`src/rtl/core/pose_channel_blend_add_assert.svh`:
```
// Assertion macros for the channel blend block, included by its top RTL file.
`ifndef POSE_CHANNEL_BLEND_ADD_ASSERT_SVH
`define POSE_CHANNEL_BLEND_ADD_ASSERT_SVH

// Condition must hold in the same cycle as the antecedent.
`define PCBA_ASSERT_NOW(label, clk, rst_n, ante, cons) \
    label: assert property (@(posedge clk) disable iff (!rst_n) (ante) |-> (cons)) \
        else $error("pcba assertion failed");

// Condition must hold in the cycle after the antecedent.
`define PCBA_ASSERT_NEXT(label, clk, rst_n, ante, cons) \
    label: assert property (@(posedge clk) disable iff (!rst_n) (ante) |=> (cons)) \
        else $error("pcba assertion failed");

// Checked also while reset is asserted.
`define PCBA_ASSERT_ALWAYS(label, clk, ante, cons) \
    label: assert property (@(posedge clk) (ante) |-> (cons)) \
        else $error("pcba assertion failed");

`endif

```
`src/rtl/core/pcba_pkg.sv`:
```
package pcba_pkg;

    localparam int unsigned CHANNEL_W = 8;
    localparam int unsigned VALUE_W   = 16;
    localparam int unsigned WEIGHT_W  = 15;
    localparam int unsigned SCALE_W   = 24;
    localparam int unsigned COUNT_W   = 9;

    localparam logic [COUNT_W-1:0]        TRANS_COUNT_RESET = 9'd3;
    localparam logic signed [VALUE_W-1:0] TRANS_MAX         = 16'sd32767;
    // Q14 one: bit 14 of the weight set means one or more
    localparam int unsigned ONE_Q14_BIT = 14;

    typedef enum logic [1:0] {
        CMD_BLEND      = 2'd0,
        CMD_ADD        = 2'd1,
        CMD_ADD_SCALED = 2'd2,
        CMD_COPY       = 2'd3
    } cmd_t;

    typedef struct packed {
        cmd_t                        command;
        logic [CHANNEL_W-1:0]        channel;
        logic signed [VALUE_W-1:0]   value_a;
        logic signed [VALUE_W-1:0]   value_b;
        logic [WEIGHT_W-1:0]         weight;
        logic signed [SCALE_W-1:0]   scale;
    } pcba_item_t;

endpackage

```
`src/rtl/core/pose_channel_blend_add.sv`:
```
// Channel   Direction  Contents
// s_*       in         one channel request: command, channel, a, b, weight, scale
// m_*       out        result value and echoed channel
// cfg_*     in         translation channel count (always ready)
//
// One request per cycle sustained while m_tready holds; m_tvalid is registered.
// Path: input register -> one 17x25 multiplier, add and saturate -> result register.
// Synchronous active-low reset clears both valid flags and restores the count to 3.
// s_tready drops only when the input register is full and the result register is
// held by a stalled m_tready.
module pose_channel_blend_add
    import pcba_pkg::*;
(
    input  logic                aclk,
    input  logic                aresetn,

    input  logic                s_tvalid,
    output logic                s_tready,
    // [7:0] channel, [23:8] value_a, [39:24] value_b, [54:40] weight,
    // [78:55] scale, [79] zero
    input  logic [79:0]         s_tdata,
    // [1:0] command
    input  logic [1:0]          s_tuser,

    output logic                m_tvalid,
    input  logic                m_tready,
    // [15:0] result, [23:16] channel_out
    output logic [23:0]         m_tdata,

    input  logic                cfg_valid,
    output logic                cfg_ready,
    input  logic [COUNT_W-1:0]  cfg_data
);

`include "pose_channel_blend_add_assert.svh"

    pcba_item_t                 s_item;
    pcba_item_t                 in_item_reg, in_item_next;
    logic                       in_valid_reg, in_valid_next;
    logic                       out_valid_reg, out_valid_next;
    logic signed [VALUE_W-1:0]  out_result_reg, out_result_next;
    logic [CHANNEL_W-1:0]       out_channel_reg, out_channel_next;
    logic [COUNT_W-1:0]         trans_count_reg, trans_count_next;
    logic signed [VALUE_W-1:0]  dp_result;
    logic                       out_free;
    logic                       advance;
    logic                       s_accept;

    assign s_item.command = cmd_t'(s_tuser);
    assign s_item.channel = s_tdata[7:0];
    assign s_item.value_a = s_tdata[23:8];
    assign s_item.value_b = s_tdata[39:24];
    assign s_item.weight  = s_tdata[54:40];
    assign s_item.scale   = s_tdata[78:55];

    assign out_free = !out_valid_reg || m_tready;
    assign advance  = in_valid_reg && out_free;
    assign s_tready = !in_valid_reg || out_free;
    assign s_accept = s_tvalid && s_tready;

    pcba_datapath u_datapath (
        .item        (in_item_reg),
        .trans_count (trans_count_reg),
        .result      (dp_result)
    );

    always_comb begin
        in_valid_next    = in_valid_reg;
        in_item_next     = in_item_reg;
        out_valid_next   = out_valid_reg;
        out_result_next  = out_result_reg;
        out_channel_next = out_channel_reg;
        trans_count_next = trans_count_reg;

        if (s_accept) begin
            in_valid_next = 1'b1;
            in_item_next  = s_item;
        end else if (advance) begin
            in_valid_next = 1'b0;
        end

        if (advance) begin
            out_valid_next   = 1'b1;
            out_result_next  = dp_result;
            out_channel_next = in_item_reg.channel;
        end else if (m_tready) begin
            out_valid_next = 1'b0;
        end

        if (cfg_valid) begin
            trans_count_next = cfg_data;
        end
    end

    always_ff @(posedge aclk) begin
        if (!aresetn) begin
            in_valid_reg    <= 1'b0;
            out_valid_reg   <= 1'b0;
            trans_count_reg <= TRANS_COUNT_RESET;
        end else begin
            in_valid_reg    <= in_valid_next;
            out_valid_reg   <= out_valid_next;
            trans_count_reg <= trans_count_next;
        end
    end

    always_ff @(posedge aclk) begin
        in_item_reg     <= in_item_next;
        out_result_reg  <= out_result_next;
        out_channel_reg <= out_channel_next;
    end

    assign cfg_ready = 1'b1;
    assign m_tvalid  = out_valid_reg;
    assign m_tdata   = {out_channel_reg, out_result_reg};

    `PCBA_ASSERT_NEXT(a_copy_passes_b, aclk, aresetn,
        advance && in_item_reg.command == CMD_COPY,
        m_tvalid && m_tdata[15:0] == $past(in_item_reg.value_b))
    `PCBA_ASSERT_NOW(a_ready_when_out_empty, aclk, aresetn,
        !out_valid_reg, s_tready)
    `PCBA_ASSERT_ALWAYS(a_reset_clears_out, aclk,
        $past(!aresetn), !m_tvalid)

endmodule

```
`src/rtl/core/pcba_datapath.sv`:
```
module pcba_datapath
    import pcba_pkg::*;
(
    input  pcba_item_t                item,
    input  logic [COUNT_W-1:0]        trans_count,
    output logic signed [VALUE_W-1:0] result
);

    logic                       is_trans;
    logic signed [16:0]         diff_full;
    logic signed [15:0]         diff_wrap;
    logic signed [16:0]         mul_x;
    logic signed [24:0]         mul_y;
    logic signed [41:0]         prod;
    logic signed [17:0]         blend_term;
    logic signed [18:0]         blend_sum;
    logic                       round_up;
    logic signed [25:0]         scaled_q;
    logic signed [26:0]         addend;
    logic signed [26:0]         sum;
    logic signed [15:0]         sum_final;

    assign is_trans  = {1'b0, item.channel} < trans_count;
    assign diff_full = {item.value_b[15], item.value_b} - {item.value_a[15], item.value_a};
    // short-way angle difference
    assign diff_wrap = diff_full[15:0];

    // one shared multiplier: blend uses diff * weight, add-scaled uses b * scale
    always_comb begin
        if (item.command == CMD_ADD_SCALED) begin
            mul_x = {item.value_b[15], item.value_b};
            mul_y = {item.scale[23], item.scale};
        end else begin
            mul_x = is_trans ? diff_full : {diff_wrap[15], diff_wrap};
            mul_y = $signed({10'd0, item.weight});
        end
    end

    assign prod = mul_x * mul_y;

    // a*(1-w) + b*w == a + (b-a)*w, and the floor shift passes through a<<14
    assign blend_term = prod[31:14];
    assign blend_sum  = {{3{item.value_a[15]}}, item.value_a}
                      + {blend_term[17], blend_term};

    // truncate toward zero: bump the floored quotient for negative inexact products
    assign round_up = prod[41] & (|prod[15:0]);
    assign scaled_q = prod[41:16] + {25'd0, round_up};

    assign addend = (item.command == CMD_ADD)
                  ? {{11{item.value_b[15]}}, item.value_b}
                  : {scaled_q[25], scaled_q};
    assign sum    = {{11{item.value_a[15]}}, item.value_a} + addend;

    always_comb begin
        if (!is_trans) begin
            sum_final = sum[15:0];
        end else if (sum > 27'(TRANS_MAX)) begin
            sum_final = TRANS_MAX;
        end else if (sum < -27'(TRANS_MAX)) begin
            sum_final = -TRANS_MAX;
        end else begin
            sum_final = sum[15:0];
        end
    end

    always_comb begin
        unique case (item.command)
            CMD_BLEND: begin
                if (item.weight == '0) begin
                    result = item.value_a;
                end else if (item.weight[ONE_Q14_BIT]) begin
                    result = item.value_b;
                end else begin
                    result = blend_sum[15:0];
                end
            end
            CMD_ADD, CMD_ADD_SCALED: begin
                result = sum_final;
            end
            CMD_COPY: begin
                result = item.value_b;
            end
            default: begin
                result = item.value_a;
            end
        endcase
    end

endmodule

```
`config.mk`:
```
export PLATFORM = sky130hd
export DESIGN_NAME = pose_channel_blend_add
export DESIGN_NICKNAME = d
export VERILOG_FILES = /design/src/rtl/core/pcba_pkg.sv /design/src/rtl/core/pose_channel_blend_add.sv /design/src/rtl/core/pcba_datapath.sv
export VERILOG_INCLUDE_DIRS = /design/src /design/src/rtl/core
export SDC_FILE = /design/constraint.sdc
export NUM_CORES = 1
export LEC_CHECK = 0
export BUFFER_PORTS_ARGS = -buffer_cell sky130_fd_sc_hd__buf_2
export CAP_MARGIN = 10
export CORE_UTILIZATION = 40
export CTS_BUF_LIST = sky130_fd_sc_hd__clkbuf_4
export DETAILED_ROUTE_END_ITERATION = 6
export GPL_TIMING_DRIVEN = 0
export SLEW_MARGIN = 5
export SYNTH_ARGS = -nofsm -noshare
export SYNTH_HDL_FRONTEND = slang
export SYNTH_SLANG_ARGS = --single-unit
```
`constraint.sdc`:
```
create_clock -name aclk -period 17.1 [get_ports aclk]
set_clock_uncertainty 0.2 [all_clocks]
set_input_delay 1.71 -clock aclk [delete_from_list [all_inputs] [get_ports aclk]]
set_output_delay 1.71 -clock aclk [all_outputs]
set_load 0.05 [all_outputs]
```
## Word level (Yosys, flattened, before mapping)

Cells that the tools add are included.

- Bits in registers: 116
- Input port bits: 96

- $add $sub $neg: 4
- Multiply operators: 1
- Magnitude comparators: 3
- Equality and inequality tests: 3
- Mux-type cells: 14
- Bitwise gates (word level): 1
- Reductions and logical operators: 12

Operator list:

| cell | count |
|---|---|
| two-way mux 16 bit | 5 |
| case mux 16 bit (3 select lines) | 1 |
| multiplier 17 x 25 -> 42 bit | 1 |
| two-way mux 17 bit | 2 |
| adder 27 bit | 1 |
| greater-than comparator 27 x 16 -> 1 bit, second input constant | 1 |
| < comparator 27 x 16 -> 1 bit, second input constant | 1 |
| two-way mux 27 bit | 1 |
| adder 26 x 1 -> 26 bit | 1 |
| two-way mux 25 bit | 1 |
| subtractor 16 x 16 -> 17 bit | 1 |
| adder 16 bit | 1 |
| OR reduction 16 bit | 1 |
| zero test 15 bit | 1 |
| < comparator 8 x 9 -> 1 bit | 1 |
| == test 2 bit, second input constant | 2 |
| two-way mux 1 bit | 4 |
| nonzero test 2 bit | 2 |
| == test 2 x 1 -> 1 bit, second input constant | 1 |
| logical AND 1 bit | 2 |
| zero test 1 bit | 2 |
| zero test 2 bit | 1 |
| logical OR 1 bit | 2 |
| OR reduction 2 bit | 1 |
| AND 1 bit | 1 |

## Longest topological paths before layout

- Depth in word-level cells: 14
- Mapped depth: 58
- Mapped depth without buffers: 55

## Hierarchy

From an unflattened synthesis, not the netlist that was laid out.

- Cell total of the unflattened synthesis: 2622
- Area total of the unflattened synthesis: 23799.1 um2

Modules (own cells, without submodules):

| module | instances | cells each | area each (um2) |
|---|---|---|---|
| pcba_datapath | 1 | 2477 | 20213.1 |
| pose_channel_blend_add | 1 | 145 | 3585.9 |

## Worst setup path before layout

Ideal clock, no wire load.

- Path kind: reg-to-reg
- From: register in_item_reg[39] (netlist bit)
- To: register out_result_reg[0] (data pin)
- Setup time: 0.262 ns
- Data arrival time: 12.559 ns
- Required time: 16.638 ns
- Setup slack: 4.079 ns
- Cell stages (with the launch flop): 58
- Path buffers: 3
- Clock period less this slack: 13.021 ns
- Cells stage by stage: edfxtp_1 clkbuf_1 inv_1 ha_1 fa_1 nor2b_1 o21ai_0 a21boi_0 o21ai_0 a21boi_0 o2111ai_1 a31oi_1 xnor2_1 nor2_1 a21oi_1 clkbuf_1 nor2_1 fa_1 [... 22 more ...] nand4b_1 nor3_1 nand3_1 nor3_1 xnor2_1 a21oi_1 ha_1 nand4_1 or4_1 nor3_1 a211oi_1 o21ai_1 xor2_1 nand4_1 a2111o_1 o31ai_4 a31oi_1 or2_2

- Cells in the longest elaborated chain, start to end: 14
- Elaborated cells on any way between the ends: 18
- Classes of those cells: 4 x add/sub; 1 x mul; 2 x order compare; 9 x mux; 1 x bitwise; 1 x reduce/logical

Ends and longest elaborated chain:

| element | line | RTL |
|---|---|---|
| start: declaration | pose_channel_blend_add.sv:38 | `pcba_item_t in_item_reg, in_item_next;` |
| start signal: assignment | pose_channel_blend_add.sv:108 | `in_item_reg <= in_item_next;` |
| subtractor 16 x 16 -> 17 bit | pcba_datapath.sv:24 | `assign diff_full = {item.value_b[15], item.value_b} - {item.value_a[15], item.value_a};` |
| two-way mux 17 bit | pcba_datapath.sv:34 | `mul_x = is_trans ? diff_full : {diff_wrap[15], diff_wrap};` |
| two-way mux 17 bit | pcba_datapath.sv:30 | `if (item.command == CMD_ADD_SCALED) begin` |
| multiplier 17 x 25 -> 42 bit | pcba_datapath.sv:39 | `assign prod = mul_x * mul_y;` |
| OR reduction 16 bit | pcba_datapath.sv:47 | `assign round_up = prod[41] & (\|prod[15:0]);` |
| AND 1 bit | pcba_datapath.sv:47 |  |
| adder 26 x 1 -> 26 bit | pcba_datapath.sv:48 | `assign scaled_q = prod[41:16] + {25'd0, round_up};` |
| two-way mux 27 bit | pcba_datapath.sv:51 | `? {{11{item.value_b[15]}}, item.value_b}` |
| adder 27 bit | pcba_datapath.sv:53 | `assign sum = {{11{item.value_a[15]}}, item.value_a} + addend;` |
| < comparator 27 x 16 -> 1 bit | pcba_datapath.sv:60 | `end else if (sum < -27'(TRANS_MAX)) begin` |
| two-way mux 16 bit | pcba_datapath.sv:60 |  |
| two-way mux 16 bit | pcba_datapath.sv:58 | `end else if (sum > 27'(TRANS_MAX)) begin` |
| two-way mux 16 bit | pcba_datapath.sv:56 | `if (!is_trans) begin` |
| case mux 16 bit (3 select lines) (*) | pcba_datapath.sv:68 | `unique case (item.command)` |
| net dp_result[0] | pose_channel_blend_add.sv:44 | `logic signed [VALUE_W-1:0] dp_result;` |
| end signal: assignment | pose_channel_blend_add.sv:109 | `out_result_reg <= out_result_next;` |
| end: declaration | pose_channel_blend_add.sv:41 | `logic signed [VALUE_W-1:0] out_result_reg, out_result_next;` |

Mark *: on every way through the listed nets, which the timed path passes. The rest lies on a longest branch.
A chain may end at the register's enable or synchronous reset.

## Final worst setup path

- From: register in_item_reg[79] (netlist bit)
- To: register out_result_reg[3] (data pin)

- Cells in the longest elaborated chain, start to end: 13
- Elaborated cells on any way between the ends: 22
- Classes of those cells: 3 x add/sub; 1 x mul; 2 x order compare; 3 x eq/ne; 9 x mux; 1 x bitwise; 3 x reduce/logical

Ends and longest elaborated chain:

| element | line |
|---|---|
| == test 2 bit | pcba_datapath.sv:30, pcba_datapath.sv:68 |
| two-way mux 17 bit / two-way mux 25 bit (equally long branches) | pcba_datapath.sv:30 |
| multiplier 17 x 25 -> 42 bit | pcba_datapath.sv:39 |
| OR reduction 16 bit | pcba_datapath.sv:47 |
| AND 1 bit | pcba_datapath.sv:47 |
| adder 26 x 1 -> 26 bit | pcba_datapath.sv:48 |
| two-way mux 27 bit | pcba_datapath.sv:51 |
| adder 27 bit | pcba_datapath.sv:53 |
| < comparator 27 x 16 -> 1 bit | pcba_datapath.sv:60 |
| two-way mux 16 bit | pcba_datapath.sv:60 |
| two-way mux 16 bit | pcba_datapath.sv:58 |
| two-way mux 16 bit | pcba_datapath.sv:56 |
| case mux 16 bit (3 select lines) (*) | pcba_datapath.sv:68 |
| net dp_result[3] | pose_channel_blend_add.sv:44 |

Marked as above.

==> results_dict.tcl <==
set metrics [dict create \
    status "finished, violations left" \
    violations "DRC" \
    vias 19400 \
    largest_reg_flops 81 \
    crit_type "flip-flop to flip-flop" \
    core_area_um2 57900 \
    tightestPinTransition_ns 1.32 \
    root_buffer "clkbuf_4" \
    syn_area_um2 23500 \
    fp-row-count 88 \
    slew_viol_final 0 \
    final_util_pct 43.9 \
    setup_violations 0 \
    place_congestion 0.971 \
    fmax_ghz 0.0611 \
    synthArstFlopShare_pct 0 \
    cp_slowest_cell "mux2i_1" \
    hold_path_class "flip-flop to flip-flop" \
    start_kind "flip-flop" \
    cts_max_path_buffers 2 \
    dp_hpwl_mm 59.3 \
    initial_core_util_pct 40.6 \
    antenna_found_initial 2 \
    finalWirelength_mm 71.3 \
    maxCapViolations 0 \
    cp_max_fo 10 \
    r2r_cells 50 \
    fin_crit_ns 16.36 \
    drcViolationCount 11 \
    vias_per_cell 5.50 \
    fin_crit_sh_pct 95.6 \
    io_buffers 119 \
    grt_max_degree 57 \
    drtAntennaViolNets 0 \
    synthDistinctLibCells 71 \
    area_growth_pct 8.21 \
    die_w_um 244 \
    numCtsBuffers 17 \
    ys_seq_area_share_pct 14.4 \
    drt-initial-drc-count 1598 \
    die_area_um2 59700 \
    drive_gt1_share_pct 7.42 \
    drtPass1Iterations 7 \
    hold_depth 0 \
    post-cts-setup-buffers 0 \
    clock_latency_ns 0.65 \
    critPathCaptureType "flip-flop" \
    fp.dieH_um 244 \
    clock_sinks 116 \
    track_usage_pct 24.7 \
    synth_ff_type "edfxtp_1" \
    rsz0062_at_grt "false" \
    io_pins 123 \
    cts_tree "built" \
    synth-edff-count 105 \
    place_inst 3493 \
    cts.htree.levels 4 \
    ys.warnings.count 0 \
    hold_violations 0 \
    final_nets 3425 \
    critPathRequiredTime_ns 17.23 \
    critPathArrivalTime_ns 16.48 \
    grt_pass1_vias 20200 \
    grt_pass1_wl_mm 112 \
    clkTransAtPathRegs_ns 0.13 \
    syn_nets 3281 \
    grt.overflow.total 0 \
    wl_per_cell_um 20.2 \
    max-slew-margin-rel_pct 9.70 \
    cpMostUsedCell "fa_1" \
    fin_cells 3528 \
    avgSynthCellArea_um2 9.02 \
    ys_ff_latch 116 \
    slowest_delay_ns 0.84 \
    postSynthCellCount 2605 \
]
[path summary, 6_finish.rpt]
check,start,endpoint,slack [ns]
worst max-delay path,in_item_reg[79],out_result_reg[3],0.74
worst min register to register,in_item_reg[71],out_channel_reg[0],0.25
worst min-delay path,in_item_reg[71],out_channel_reg[0],0.25
worst max register to register,in_item_reg[79],out_result_reg[3],0.74
[metal layers]
| metal | up-vias | share of wire (%) | GRT usage (%) |
|---|---|---|---|
| li1 | 8676 | - | - |
| met4 | 2 | 3.8 | 9.21 |
| met3 | 141 | 7.0 | 3.23 |
| met5 | - | 0.020 | 0 |
| met2 | 772 | 46 | 40.1 |
| met1 | 9804 | 43 | 33.5 |
[cells in the final DEF, fill, tap and decap left out, drive strengths merged, types with 19 or more instances in the layout]
master,instances
inv,499
nand2b,28
mux2i,28
fa,409
xnor2,65
xor2,38
nor2,191
a21o,45
nor2b,26
nand2,295
o21a,21
and2,20
buf,136
clkbuf,112
nand4,19
nand3,34
ha,171
and3,85
o21ai,65
edfxtp,105
nor3,35
o211ai,25
a21oi,102
[Yosys cell counts, types with 5 or more instances]
cell type / number / area share (%)
a21o_1: 45 / 1.4
and2_1: 20 / 0.53
xnor2_1: 65 / 2.4
a21boi_0: 5 / 0.16
nor2_1: 191 / 3.1
nor2b_1: 26 / 0.69
or3_1: 9 / 0.24
nand3b_1: 5 / 0.16
a21oi_1: 101 / 2.2
o21bai_1: 10 / 0.32
mux2_2: 8 / 0.38
o211ai_1: 25 / 0.80
fa_1: 409 / 35
ha_1: 171 / 9.1
o21ai_0: 59 / 1.3
o311ai_0: 5 / 0.19
nor3_1: 35 / 0.75
inv_1: 492 / 7.9
and3_1: 85 / 2.3
o21ai_1: 6 / 0.13
o2111ai_1: 6 / 0.22
nand4_1: 19 / 0.51
o221ai_1: 6 / 0.22
a31oi_1: 17 / 0.45
mux2i_1: 28 / 1.2
nand2b_1: 28 / 0.75
nand2_1: 295 / 4.7
xor2_1: 38 / 1.4
mux2_1: 8 / 0.38
buf_1: 6 / 0.096
nand3_1: 34 / 0.72
o211a_1: 5 / 0.21
and4_1: 5 / 0.19
nor4_1: 11 / 0.29
edfxtp_1: 105 / 13
a211oi_1: 10 / 0.32
or2_2: 15 / 0.40
a311oi_1: 7 / 0.26
clkbuf_1: 95 / 1.5
a211o_1: 7 / 0.26
dfxtp_1: 11 / 0.94
o21a_1: 21 / 0.67
[final cells by class]
class,instances,area [um2]
Fill cell,5786,32500
Multi-Input combinational cell,1892,17900
Sequential cell,116,3370
Inverter,492,1850
Tap cell,765,957
Timing Repair Buffer,125,669
Buffer,105,409
Clock buffer,18,135
Clock inverter,14,125
Antenna cell,1,2.50
[cell families after synthesis]
family                   synth area share, %
AO/OA/AOI/OAI                           10.5
XOR/XNOR                                3.84
adder cells (fa/ha/maj)                 44.0
buffers and inverters                   9.57
flip-flops                              14.4
multiplexers                            1.96
other                                 0.0160
AND/OR/NAND/NOR                         15.8
[timing repair]
action | 4_1_cts | 5_1_grt
hold buffers | 0 | 0
gates resized for setup | 0 | 20
hold endpoints to repair | 0 | 0
setup endpoints to repair | 0 | 16
[worst max-delay path, delay by kind of cell, from the launching register on]
kind	cells	cell delay [ns]
buffers and inverters	11	3.74
flip-flops	1	0.44
XOR/XNOR	2	0.31
adder cells (fa/ha/maj)	11	4.36
AND/OR/NAND/NOR	12	2.94
AO/OA/AOI/OAI	13	3.21
multiplexers	1	0.84
[stage by stage]
| stage | instance area, um2 | setup slack, ns | hold slack [ns] | TNS (ns) |
|---|---|---|---|---|
| 4_1_cts | 25400 | 0.0112 | 0.252 | 0 |
| 3_3_place_gp | 25000 | -0.0684 | 0.235 | -0.204 |
| 6_report | 25400 | 0.745 | 0.252 | 0 |
| 5_1_grt | 25400 | 0.0903 | 0.268 | 0 |
| 3_5_place_dp | 25100 | 0.0748 | 0.241 | 0 |
| 2_1_floorplan | 23500 | 4.08 | 0.217 | 0 |
Power is not shown: default switching activity piles up to over one toggle a cycle in this logic, so the estimate is an artifact.
